$ cat src/rtl/core/npsch_pkg.sv
// Shared constants, types and control structs for the priority scheduler.
// No dependencies; compile first.
`default_nettype none

package npsch_pkg;

    // Job set size and derived widths
    localparam int MAX_PROCESSES = 16;
    localparam int IDX_W         = (MAX_PROCESSES > 1) ? $clog2(MAX_PROCESSES) : 1;
    localparam int CNT_W         = $clog2(MAX_PROCESSES + 1);

    // Field widths
    localparam int ID_W   = 8;
    localparam int TIME_W = 16;
    localparam int PRIO_W = 16;
    localparam int TICK_W = 24;

    typedef logic [IDX_W-1:0]  idx_t;
    typedef logic [CNT_W-1:0]  cnt_t;
    typedef logic [TICK_W-1:0] tick_t;

    // One stored job
    typedef struct packed {
        logic [ID_W-1:0]   id;
        logic [TIME_W-1:0] burst;
        logic [TIME_W-1:0] arrival;
        logic [PRIO_W-1:0] prio;
    } job_rec_t;

    // Sequencer to job store
    typedef struct packed {
        logic  load_en;
        idx_t  load_idx;
        logic  commit_en;
        idx_t  commit_idx;
        tick_t commit_wait;
        logic  clear_flags;
        idx_t  rd_idx;
    } store_ctrl_t;

    // Selection unit status after a scan round
    typedef struct packed {
        logic              found;
        logic              any_pending;
        idx_t              best_idx;
        logic [TIME_W-1:0] best_burst;
        logic [TIME_W-1:0] best_arrival;
        logic [TIME_W-1:0] earliest;
    } sel_state_t;

endpackage

`default_nettype wire

$ cat src/rtl/core/npsch_job_if.sv
// Input channel carrying one job item per handshake.
// Depends on npsch_pkg.
`default_nettype none

interface npsch_job_if;
    import npsch_pkg::*;

    logic              valid;
    logic              ready;
    logic [ID_W-1:0]   job_id;
    logic [TIME_W-1:0] burst_time;
    logic [TIME_W-1:0] arrival_time;
    logic [PRIO_W-1:0] priority_value;
    logic              final_job;

    modport source (
        output valid, job_id, burst_time, arrival_time, priority_value, final_job,
        input  ready
    );

    modport sink (
        input  valid, job_id, burst_time, arrival_time, priority_value, final_job,
        output ready
    );
endinterface

`default_nettype wire

$ cat src/rtl/core/npsch_res_if.sv
// Output channel carrying one per-job result item per handshake.
// Depends on npsch_pkg.
`default_nettype none

interface npsch_res_if;
    import npsch_pkg::*;

    logic            valid;
    logic            ready;
    logic [ID_W-1:0] result_job_id;
    tick_t           wait_ticks;
    tick_t           turnaround_ticks;
    logic            last_result;

    modport source (
        output valid, result_job_id, wait_ticks, turnaround_ticks, last_result,
        input  ready
    );

    modport sink (
        input  valid, result_job_id, wait_ticks, turnaround_ticks, last_result,
        output ready
    );
endinterface

`default_nettype wire

$ cat src/rtl/core/npsch_job_store.sv
// Per-slot job storage: job fields, computed wait times and finished flags.
// Depends on npsch_pkg.
`default_nettype none

module npsch_job_store (
    input  wire logic                   clk,
    input  wire logic                   rst_n,
    input  wire npsch_pkg::store_ctrl_t ctrl,
    input  wire npsch_pkg::job_rec_t    wr_rec,
    output npsch_pkg::job_rec_t         rd_rec,
    output npsch_pkg::tick_t            rd_wait,
    output logic                        rd_finished
);
    import npsch_pkg::*;

    job_rec_t                 rec_mem [MAX_PROCESSES];
    tick_t                    wait_mem [MAX_PROCESSES];
    logic [MAX_PROCESSES-1:0] finished_reg;
    logic [MAX_PROCESSES-1:0] finished_next;

    // Write job fields on load, wait time on commit
    always_ff @(posedge clk)
    begin
        if (ctrl.load_en)
        begin
            rec_mem[ctrl.load_idx] <= wr_rec;
        end
        if (ctrl.commit_en)
        begin
            wait_mem[ctrl.commit_idx] <= ctrl.commit_wait;
        end
    end

    // Update finished flags: clear a slot on load, set it on commit, drop the whole set at batch end
    always_comb
    begin
        finished_next = finished_reg;
        if (ctrl.clear_flags)
        begin
            finished_next = '0;
        end
        else
        begin
            if (ctrl.load_en)
            begin
                finished_next[ctrl.load_idx] = 1'b0;
            end
            if (ctrl.commit_en)
            begin
                finished_next[ctrl.commit_idx] = 1'b1;
            end
        end
    end

    always_ff @(posedge clk or negedge rst_n)
    begin
        if (!rst_n)
        begin
            finished_reg <= '0;
        end
        else
        begin
            finished_reg <= finished_next;
        end
    end

    // Single read port shared by the scan and the result phases
    assign rd_rec      = rec_mem[ctrl.rd_idx];
    assign rd_wait     = wait_mem[ctrl.rd_idx];
    assign rd_finished = finished_reg[ctrl.rd_idx];

endmodule

`default_nettype wire

$ cat src/rtl/core/npsch_select_unit.sv
// Shared compare unit: visits one stored job per cycle and keeps the most
// urgent arrived job and the earliest pending arrival. Depends on npsch_pkg.
`default_nettype none

module npsch_select_unit (
    input  wire logic                clk,
    input  wire logic                rst_n,
    input  wire logic                clear,
    input  wire logic                step,
    input  wire npsch_pkg::idx_t     entry_idx,
    input  wire npsch_pkg::job_rec_t entry,
    input  wire logic                entry_finished,
    input  wire npsch_pkg::tick_t    sim_clock,
    output npsch_pkg::sel_state_t    sel
);
    import npsch_pkg::*;

    logic              found_reg,    found_next;
    logic              any_reg,      any_next;
    idx_t              idx_reg,      idx_next;
    logic [PRIO_W-1:0] prio_reg,     prio_next;
    logic [TIME_W-1:0] burst_reg,    burst_next;
    logic [TIME_W-1:0] arrival_reg,  arrival_next;
    logic [TIME_W-1:0] earliest_reg, earliest_next;

    logic arrived;
    logic more_urgent;
    logic earlier;

    assign arrived     = TICK_W'(entry.arrival) <= sim_clock;
    assign more_urgent = !found_reg || (entry.prio < prio_reg);
    assign earlier     = !any_reg || (entry.arrival < earliest_reg);

    // Fold one entry into the running best; ties keep the lower index
    always_comb
    begin
        found_next    = found_reg;
        any_next      = any_reg;
        idx_next      = idx_reg;
        prio_next     = prio_reg;
        burst_next    = burst_reg;
        arrival_next  = arrival_reg;
        earliest_next = earliest_reg;
        if (clear)
        begin
            found_next = 1'b0;
            any_next   = 1'b0;
        end
        else if (step && !entry_finished)
        begin
            any_next = 1'b1;
            if (earlier)
            begin
                earliest_next = entry.arrival;
            end
            if (arrived && more_urgent)
            begin
                found_next   = 1'b1;
                idx_next     = entry_idx;
                prio_next    = entry.prio;
                burst_next   = entry.burst;
                arrival_next = entry.arrival;
            end
        end
    end

    always_ff @(posedge clk or negedge rst_n)
    begin
        if (!rst_n)
        begin
            found_reg <= 1'b0;
            any_reg   <= 1'b0;
        end
        else
        begin
            found_reg <= found_next;
            any_reg   <= any_next;
        end
    end

    always_ff @(posedge clk)
    begin
        idx_reg      <= idx_next;
        prio_reg     <= prio_next;
        burst_reg    <= burst_next;
        arrival_reg  <= arrival_next;
        earliest_reg <= earliest_next;
    end

    assign sel.found        = found_reg;
    assign sel.any_pending  = any_reg;
    assign sel.best_idx     = idx_reg;
    assign sel.best_burst   = burst_reg;
    assign sel.best_arrival = arrival_reg;
    assign sel.earliest     = earliest_reg;

endmodule

`default_nettype wire

$ cat src/rtl/core/nonpreemptive_priority_scheduler.sv
// Non-preemptive priority scheduler. Jobs load at one item per cycle into a
// set of up to MAX_PROCESSES slots; a job flagged final, or the one filling the
// last slot, closes the set. Scheduling then runs in rounds: each round the
// shared compare unit visits the N stored jobs one per cycle and a commit
// step follows. N rounds pick jobs and up to N more advance an idle clock to
// the next arrival before results start. Results then leave one per cycle
// while the sink is ready, in load order, through a registered output stage.
// The input is not ready from the job that closes the set until the last
// result has entered the output register.
// Depends on npsch_pkg, npsch_job_if, npsch_res_if, npsch_job_store and
// npsch_select_unit.
`default_nettype none

module nonpreemptive_priority_scheduler (
    input  wire logic   clk,
    input  wire logic   rst_n,
    npsch_job_if.sink   jobs,
    npsch_res_if.source results
);
    import npsch_pkg::*;

    typedef enum logic [3:0] {
        ST_LOAD   = 4'b0001,
        ST_SCAN   = 4'b0010,
        ST_COMMIT = 4'b0100,
        ST_EMIT   = 4'b1000
    } state_t;

    state_t state_reg,    state_next;
    cnt_t   count_reg,    count_next;
    cnt_t   done_reg,     done_next;
    idx_t   scan_idx_reg, scan_idx_next;
    idx_t   out_idx_reg,  out_idx_next;
    tick_t  clock_reg,    clock_next;
    logic   out_valid_reg, out_valid_next;

    logic [ID_W-1:0] res_id_reg;
    tick_t           res_wait_reg;
    tick_t           res_turn_reg;
    logic            res_last_reg;

    store_ctrl_t ctrl;
    job_rec_t    wr_rec;
    job_rec_t    rd_rec;
    tick_t       rd_wait;
    logic        rd_finished;
    sel_state_t  sel;

    idx_t slot;
    cnt_t count_after_load;
    logic load_fire;
    logic set_closed;
    logic scan_last;
    logic emit_fire;
    logic emit_last;
    cnt_t done_inc;

    // Handshake and phase conditions
    assign jobs.ready       = (state_reg == ST_LOAD);
    assign load_fire        = jobs.valid && jobs.ready;
    assign slot             = (count_reg >= cnt_t'(MAX_PROCESSES)) ?
                              idx_t'(MAX_PROCESSES - 1) : count_reg[IDX_W-1:0];
    assign count_after_load = cnt_t'(slot) + cnt_t'(1);
    assign set_closed       = jobs.final_job ||
                              (count_after_load == cnt_t'(MAX_PROCESSES));
    assign scan_last        = (cnt_t'(scan_idx_reg) + cnt_t'(1)) == count_reg;
    assign emit_fire        = (state_reg == ST_EMIT) && (!out_valid_reg || results.ready);
    assign emit_last        = (cnt_t'(out_idx_reg) + cnt_t'(1)) == count_reg;
    assign done_inc         = done_reg + cnt_t'(1);

    assign wr_rec.id      = jobs.job_id;
    assign wr_rec.burst   = jobs.burst_time;
    assign wr_rec.arrival = jobs.arrival_time;
    assign wr_rec.prio    = jobs.priority_value;

    // Store control
    assign ctrl.load_en     = load_fire;
    assign ctrl.load_idx    = slot;
    assign ctrl.commit_en   = (state_reg == ST_COMMIT) && sel.found;
    assign ctrl.commit_idx  = sel.best_idx;
    assign ctrl.commit_wait = clock_reg - TICK_W'(sel.best_arrival);
    assign ctrl.clear_flags = emit_fire && emit_last;
    assign ctrl.rd_idx      = (state_reg == ST_EMIT) ? out_idx_reg : scan_idx_reg;

    npsch_job_store u_store (
        .clk         (clk),
        .rst_n       (rst_n),
        .ctrl        (ctrl),
        .wr_rec      (wr_rec),
        .rd_rec      (rd_rec),
        .rd_wait     (rd_wait),
        .rd_finished (rd_finished)
    );

    npsch_select_unit u_select (
        .clk            (clk),
        .rst_n          (rst_n),
        .clear          (load_fire || (state_reg == ST_COMMIT)),
        .step           (state_reg == ST_SCAN),
        .entry_idx      (scan_idx_reg),
        .entry          (rd_rec),
        .entry_finished (rd_finished),
        .sim_clock      (clock_reg),
        .sel            (sel)
    );

    // Sequencer: load, scan rounds with commit, then emit
    always_comb
    begin
        state_next    = state_reg;
        count_next    = count_reg;
        done_next     = done_reg;
        scan_idx_next = scan_idx_reg;
        out_idx_next  = out_idx_reg;
        clock_next    = clock_reg;
        unique case (state_reg)
            ST_LOAD:
            begin
                if (load_fire)
                begin
                    count_next = count_after_load;
                    if (set_closed)
                    begin
                        state_next    = ST_SCAN;
                        scan_idx_next = '0;
                        done_next     = '0;
                        clock_next    = '0;
                    end
                end
            end
            ST_SCAN:
            begin
                if (scan_last)
                begin
                    state_next = ST_COMMIT;
                end
                else
                begin
                    scan_idx_next = scan_idx_reg + idx_t'(1);
                end
            end
            ST_COMMIT:
            begin
                scan_idx_next = '0;
                if (sel.found)
                begin
                    clock_next = clock_reg + TICK_W'(sel.best_burst);
                    done_next  = done_inc;
                    if (done_inc == count_reg)
                    begin
                        state_next   = ST_EMIT;
                        out_idx_next = '0;
                    end
                    else
                    begin
                        state_next = ST_SCAN;
                    end
                end
                else
                begin
                    // Idle: jump to the earliest pending arrival
                    clock_next = TICK_W'(sel.earliest);
                    state_next = ST_SCAN;
                end
            end
            ST_EMIT:
            begin
                if (emit_fire)
                begin
                    out_idx_next = out_idx_reg + idx_t'(1);
                    if (emit_last)
                    begin
                        state_next = ST_LOAD;
                        count_next = '0;
                        done_next  = '0;
                        clock_next = '0;
                    end
                end
            end
            default:
            begin
                state_next = ST_LOAD;
            end
        endcase
    end

    // Hold a result until taken; refill when the stage frees up
    always_comb
    begin
        if (emit_fire)
        begin
            out_valid_next = 1'b1;
        end
        else if (results.ready)
        begin
            out_valid_next = 1'b0;
        end
        else
        begin
            out_valid_next = out_valid_reg;
        end
    end

    always_ff @(posedge clk or negedge rst_n)
    begin
        if (!rst_n)
        begin
            state_reg     <= ST_LOAD;
            count_reg     <= '0;
            done_reg      <= '0;
            scan_idx_reg  <= '0;
            out_idx_reg   <= '0;
            clock_reg     <= '0;
            out_valid_reg <= 1'b0;
        end
        else
        begin
            state_reg     <= state_next;
            count_reg     <= count_next;
            done_reg      <= done_next;
            scan_idx_reg  <= scan_idx_next;
            out_idx_reg   <= out_idx_next;
            clock_reg     <= clock_next;
            out_valid_reg <= out_valid_next;
        end
    end

    // Result payload register
    always_ff @(posedge clk)
    begin
        if (emit_fire)
        begin
            res_id_reg   <= rd_rec.id;
            res_wait_reg <= rd_wait;
            res_turn_reg <= rd_wait + TICK_W'(rd_rec.burst);
            res_last_reg <= emit_last;
        end
    end

    assign results.valid            = out_valid_reg;
    assign results.result_job_id    = res_id_reg;
    assign results.wait_ticks       = res_wait_reg;
    assign results.turnaround_ticks = res_turn_reg;
    assign results.last_result      = res_last_reg;

    // Checks on the sequencer
    a_done_bound: assert property (@(posedge clk) disable iff (!rst_n)
        done_reg <= count_reg)
        else $error("scheduled job count exceeds loaded job count");

    a_count_bound: assert property (@(posedge clk) disable iff (!rst_n)
        count_reg <= cnt_t'(MAX_PROCESSES))
        else $error("job count exceeds capacity");

    a_final_starts: assert property (@(posedge clk) disable iff (!rst_n)
        (load_fire && jobs.final_job) |=> (state_reg == ST_SCAN))
        else $error("final job did not start scheduling");

    a_idle_forward: assert property (@(posedge clk) disable iff (!rst_n)
        ((state_reg == ST_COMMIT) && !sel.found)
            |-> (sel.any_pending && (TICK_W'(sel.earliest) > clock_reg)))
        else $error("idle advance does not move the clock forward");

    a_batch_end: assert property (@(posedge clk) disable iff (!rst_n)
        (emit_fire && emit_last) |=> ((state_reg == ST_LOAD) && (count_reg == '0)))
        else $error("batch not cleared after last result");

endmodule

`default_nettype wire
$ cat src/flat_wrapper.sv
// flat-port wrapper written by rule: the top's interface ports become plain ports
module nonpreemptive_priority_scheduler_flat import npsch_pkg::*;
  (clk, rst_n, jobs_valid, jobs_job_id, jobs_burst_time, jobs_arrival_time, jobs_priority_value, jobs_final_job, jobs_ready, results_valid, results_result_job_id, results_wait_ticks, results_turnaround_ticks, results_last_result, results_ready);
  npsch_job_if jobs_i ();
  npsch_res_if results_i ();
  input  wire logic clk;
  input  wire logic rst_n;
  input wire logic [$bits(jobs_i.valid)-1:0] jobs_valid;
  input wire logic [$bits(jobs_i.job_id)-1:0] jobs_job_id;
  input wire logic [$bits(jobs_i.burst_time)-1:0] jobs_burst_time;
  input wire logic [$bits(jobs_i.arrival_time)-1:0] jobs_arrival_time;
  input wire logic [$bits(jobs_i.priority_value)-1:0] jobs_priority_value;
  input wire logic [$bits(jobs_i.final_job)-1:0] jobs_final_job;
  output wire logic [$bits(jobs_i.ready)-1:0] jobs_ready;
  output wire logic [$bits(results_i.valid)-1:0] results_valid;
  output wire logic [$bits(results_i.result_job_id)-1:0] results_result_job_id;
  output wire logic [$bits(results_i.wait_ticks)-1:0] results_wait_ticks;
  output wire logic [$bits(results_i.turnaround_ticks)-1:0] results_turnaround_ticks;
  output wire logic [$bits(results_i.last_result)-1:0] results_last_result;
  input wire logic [$bits(results_i.ready)-1:0] results_ready;
  assign jobs_i.valid = jobs_valid;
  assign jobs_i.job_id = jobs_job_id;
  assign jobs_i.burst_time = jobs_burst_time;
  assign jobs_i.arrival_time = jobs_arrival_time;
  assign jobs_i.priority_value = jobs_priority_value;
  assign jobs_i.final_job = jobs_final_job;
  assign jobs_ready = jobs_i.ready;
  assign results_valid = results_i.valid;
  assign results_result_job_id = results_i.result_job_id;
  assign results_wait_ticks = results_i.wait_ticks;
  assign results_turnaround_ticks = results_i.turnaround_ticks;
  assign results_last_result = results_i.last_result;
  assign results_i.ready = results_ready;
  nonpreemptive_priority_scheduler u_core (.clk(clk), .rst_n(rst_n), .jobs(jobs_i), .results(results_i));
endmodule
$ cat config.mk
export PLATFORM = sky130hd
export DESIGN_NAME = nonpreemptive_priority_scheduler_flat
export DESIGN_NICKNAME = d
export VERILOG_FILES = /design/src/rtl/core/npsch_pkg.sv /design/src/rtl/core/npsch_job_if.sv /design/src/rtl/core/npsch_res_if.sv /design/src/rtl/core/npsch_job_store.sv /design/src/rtl/core/npsch_select_unit.sv /design/src/rtl/core/nonpreemptive_priority_scheduler.sv /design/src/flat_wrapper.sv
export SDC_FILE = /design/constraint.sdc
export NUM_CORES = 2
export LEC_CHECK = 0
export BUFFER_PORTS_ARGS = -buffer_cell sky130_fd_sc_hd__buf_2
export CAP_MARGIN = 10
export CORE_ASPECT_RATIO = 0.6
export CORE_MARGIN = 2
export CORE_UTILIZATION = 62
export DETAILED_ROUTE_END_ITERATION = 12
export PLACE_DENSITY = 0.79
export SLEW_MARGIN = 10
export SYNTH_ARGS = -nofsm -noshare
export SYNTH_HDL_FRONTEND = slang
export SYNTH_SLANG_ARGS = --single-unit
export TNS_END_PERCENT = 1
$ cat constraint.sdc
create_clock -name clk -period 10.9 [get_ports clk]
set_input_delay 1.09 -clock clk [delete_from_list [all_inputs] [get_ports clk]]
set_output_delay 1.09 -clock clk [all_outputs]
set_load 0.01 [all_outputs]
==> results.py <==
metrics = {
    "run_status": {
        "status": "completed",
    },
    "routing": {
        "drt-total-wl_um": 144000,
        "drc": 0,
        "vias": 32500,
        "dr.first_iter.drc_count": 4327,
        "wl_per_cell_um": 29.3,
        "ant_nets": 0,
        "via_per_inst": 6.64,
        "drt-pass1-iter-count": 5,
    },
    "synthesis": {
        "yosysSeqAreaShare_pct": 73.2,
        "syn_avg_cell_area_sq_um": 18.1,
        "yosysWarnings": 0,
        "synth_area_leaders": "edfxtp_1, mux4_2, dfrtp_1, nand2_1, ha_1",
        "synth-main-ff-cell": "edfxtp_1",
        "yosys.area.top_type_share_pct": 70.5,
        "ys_types": 88,
        "synth_nets": 3474,
        "synthArstFlopShare_pct": 4.42,
        "synthesis.area_sq_um": 59800,
        "synth_edf_count": 1405,
        "synth.largest_area_cell": "edfxtp_1",
        "ys_ff_latch": 1470,
        "syn_inst": 3308,
    },
    "clock_tree": {
        "clock-root-buffer": "clkbuf_16",
        "cts_made_buffers": 131,
        "tritoncts": "built",
        "post-cts-setup-buffers": 0,
        "clockBufferDepth": 3,
        "postCtsHoldBufs": 0,
        "cts.sinks": 1470,
        "cts-htree-levels": 4,
        "path_clk_slew_ns": 0.07,
        "insertion_delay_ns": 0.76,
        "cts_resized": 0,
    },
    "timing": {
        "rsz0062_at_grt": "false",
        "hold_viol_final": 0,
        "slew_viol_final": 0,
        "tns_ns": 0,
        "relSlewSlack_pct": 14.1,
        "finClkSkew_ns": 0.0264,
        "worst_pin_slew_ns": 1.29,
        "setup_violations": 0,
        "timing.final.crit_share_pct": 72.7,
        "max_freq_mhz": 126,
        "period_minus_slack_ns": 7.93,
    },
    "cells_and_area": {
        "final_util_pct": 69.4,
        "regMostFlops": "u_core.u_store.rec_mem",
        "top_regs": "u_core.u_store.rec_mem: 896 flops, u_core.u_store.wait_mem: 384 flops",
        "nets": 3653,
        "area_growth_syn_to_layout_pct": 11.2,
        "layout-drive-gt1-share_pct": 20.8,
        "largest_reg_flops": 896,
    },
    "grt": {
        "grt_pass1_wl_um": 212000,
        "grtUsageTotal_pct": 29.7,
        "grtUsageMet1_pct": 43.5,
        "grt_overflow_total": 0,
        "grt_pass1_vias": 32700,
        "antenna_found_initial": 14,
        "grtUsageMet2_pct": 44.8,
        "grt.busiest_layer": "met2",
        "gr-usage-met3_pct": 6.87,
        "grt_max_degree": 125,
    },
    "worst_setup_path": {
        "reg2reg_to": "u_core.u_select.arrival_reg[12]",
        "reg2reg_depth": 17,
        "worst_setup_path_start_kind": "flop",
        "crit_fanout": 76,
        "max_stage_delay_ns": 1.01,
        "cp.arrival_ns": 8.31,
        "timing.rr.start": "u_core.state_reg[1]",
        "cpLargestDelayFamily": "compound AO/OA/AOI/OAI gates",
        "crit_required_ns": 11.28,
        "end_kind": "flop",
        "crit_slowest_cell": "mux2_8",
        "reg2reg_setup_slack_ns": 2.97,
        "critical_path_class": "flop to flop",
        "cp_num_buf_inv": 2,
        "path_cells": "or4b_1 -> mux2_8 -> buf_4 -> mux4_2 -> nand2_1 -> and3_1 -> a31oi_1 -> ha_1 -> a21o_1 -> a21o_1 -> a21oi_1 -> nor2b_1 -> o21ai_0 -> a31oi_1 -> a2111oi_1 -> a21boi_4 -> buf_4",
    },
    "flow_run": {
        "maxCapViolCount": 0,
    },
    "floorplanning": {
        "coreArea_sq_um": 95900,
        "num_rows": 88,
        "initial_core_util_pct": 62.4,
        "die_width_um": 405,
        "die_h_um": 245,
        "die_area_sq_um": 99100,
        "pin_count": 120,
    },
    "power": {
        "p_leak_nw": 22.3,
        "power_density_nw_per_um2": 212,
        "vdd_drop_max_mv": 0.193,
    },
    "min_path": {
        "holdCritStartpoint": "u_core.u_store.finished_reg[4]",
        "hold_path_end": "u_core.u_store.finished_reg[4]",
        "hold_depth": 2,
        "hold_path_class": "flop to flop",
    },
    "place": {
        "portBuffers": 119,
        "dp_hpwl_um": 79700,
        "gp_congestion": 0.930,
    },
}
[per-stage QoR]
step | instance area, sq um | power, W | setup WS [ns] | hold WS (ns) | std cells
after floorplan | 59800 | 0.00872 | 3.26 | 0.470 | 3308
after global placement | 62100 | 0.00936 | 3.37 | 0.480 | 4658
after detailed placement | 62100 | 0.00947 | 3.20 | 0.513 | 4658
after CTS | 66500 | 0.0142 | 2.99 | 0.526 | 4890
after global routing | 66500 | 0.0146 | 2.56 | 0.568 | 4894
final | 66500 | 0.0141 | 2.97 | 0.526 | 4898
[synth_stat cells, drive strengths merged (10+ instances only)]
| cell | instances |
|---|---|
| a32oi | 12 |
| edfxtp | 1405 |
| nor3 | 19 |
| dfrtp | 64 |
| nand4 | 11 |
| o21ai | 69 |
| buf | 94 |
| clkbuf | 52 |
| ha | 102 |
| nor2 | 87 |
| xnor2 | 43 |
| o21a | 18 |
| a31oi | 87 |
| a21o | 29 |
| and2 | 10 |
| o31ai | 11 |
| mux4 | 310 |
| a21oi | 63 |
| nand2 | 414 |
| and3 | 79 |
| nand3 | 45 |
| nor2b | 16 |
| nand2b | 18 |
| inv | 108 |
| or3 | 10 |
| mux2i | 23 |
| xor2 | 24 |
[worst max-delay path by stage]
stage | depth (start not counted) | end | start | slack (ns)
after floorplan | 20 | u_core.u_select.arrival_reg[0] | u_core.state_reg[1] | 3.26
after global placement | 17 | u_core.u_select.burst_reg[13] | u_core.state_reg[1] | 3.37
after detailed placement | 17 | u_core.u_select.burst_reg[14] | u_core.state_reg[1] | 3.20
after CTS | 17 | u_core.u_select.arrival_reg[12] | u_core.state_reg[1] | 2.99
after global routing | 17 | u_core.u_select.arrival_reg[12] | u_core.state_reg[1] | 2.56
final | 17 | u_core.u_select.arrival_reg[12] | u_core.state_reg[1] | 2.97
[placed cells by master, fill, tap and decap left out, types with 7 or more instances in the layout]
master and count:
bufinv_16 17, edfxtp_1 1405, mux4_2 298, nand3_1 45, and2_1 7, nor3_1 18
nor2b_1 16, clkinvlp_4 7, nand2b_1 18, clkbuf_16 138, and3_1 78, nor2_4 13
xor2_1 22, xnor2_1 38, a32oi_1 11, dfrtp_1 64, buf_2 119, diode_2 7
mux2i_1 19, a21oi_1 62, buf_4 68, nor2_1 64, a21o_1 29, mux4_1 12
o31ai_1 10, clkbuf_1 20, o21ai_0 68, nand4_1 11, clkinv_1 32, clkinv_2 23
nand2_1 413, a31oi_1 81, nor2_2 10, ha_1 102, o21a_1 18, inv_1 96
or3_1 10
[routing by layer]
layer | routed length, um | vias up
met2 | 65800 | 2083
met4 | 4410 | 10
met3 | 17000 | 319
met1 | 56300 | 16700
li1 | - | 13400
met5 | 69 | -
[logic make-up after synthesis]
logic type / count (synthesis) / share of synthesized area (%)
flip-flops: 1470 / 73.2
AND/OR/NAND/NOR: 732 / 5.53
AO/OA/AOI/OAI: 341 / 3.77
multiplexers: 337 / 12.3
buffers and inverters: 254 / 1.92
adder cells (fa/ha/maj): 105 / 2.23
XOR/XNOR: 69 / 1.07
[report_power, final]
group	internal, W	switching [W]
registers	0.00656	0.000131
logic	0.00113	0.00159
clock network	0.00271	0.00201
[layout make-up]
| class | count | area, sq um |
|---|---|---|
| Sequential cell | 1470 | 43800 |
| Fill cell | 5805 | 29400 |
| Multi-Input combinational cell | 1584 | 15100 |
| Clock buffer | 158 | 3530 |
| Tap cell | 1305 | 1630 |
| Timing Repair Buffer | 192 | 1190 |
| Clock inverter | 74 | 802 |
| Inverter | 108 | 410 |
| Antenna cell | 7 | 17.5 |
[worst min-delay path: stages (launching register included)]
cell	delay, ns
dfrtp_1	0.35
a21oi_1	0.06
nor2_1	0.08
(Power assumes the default switching activity.)
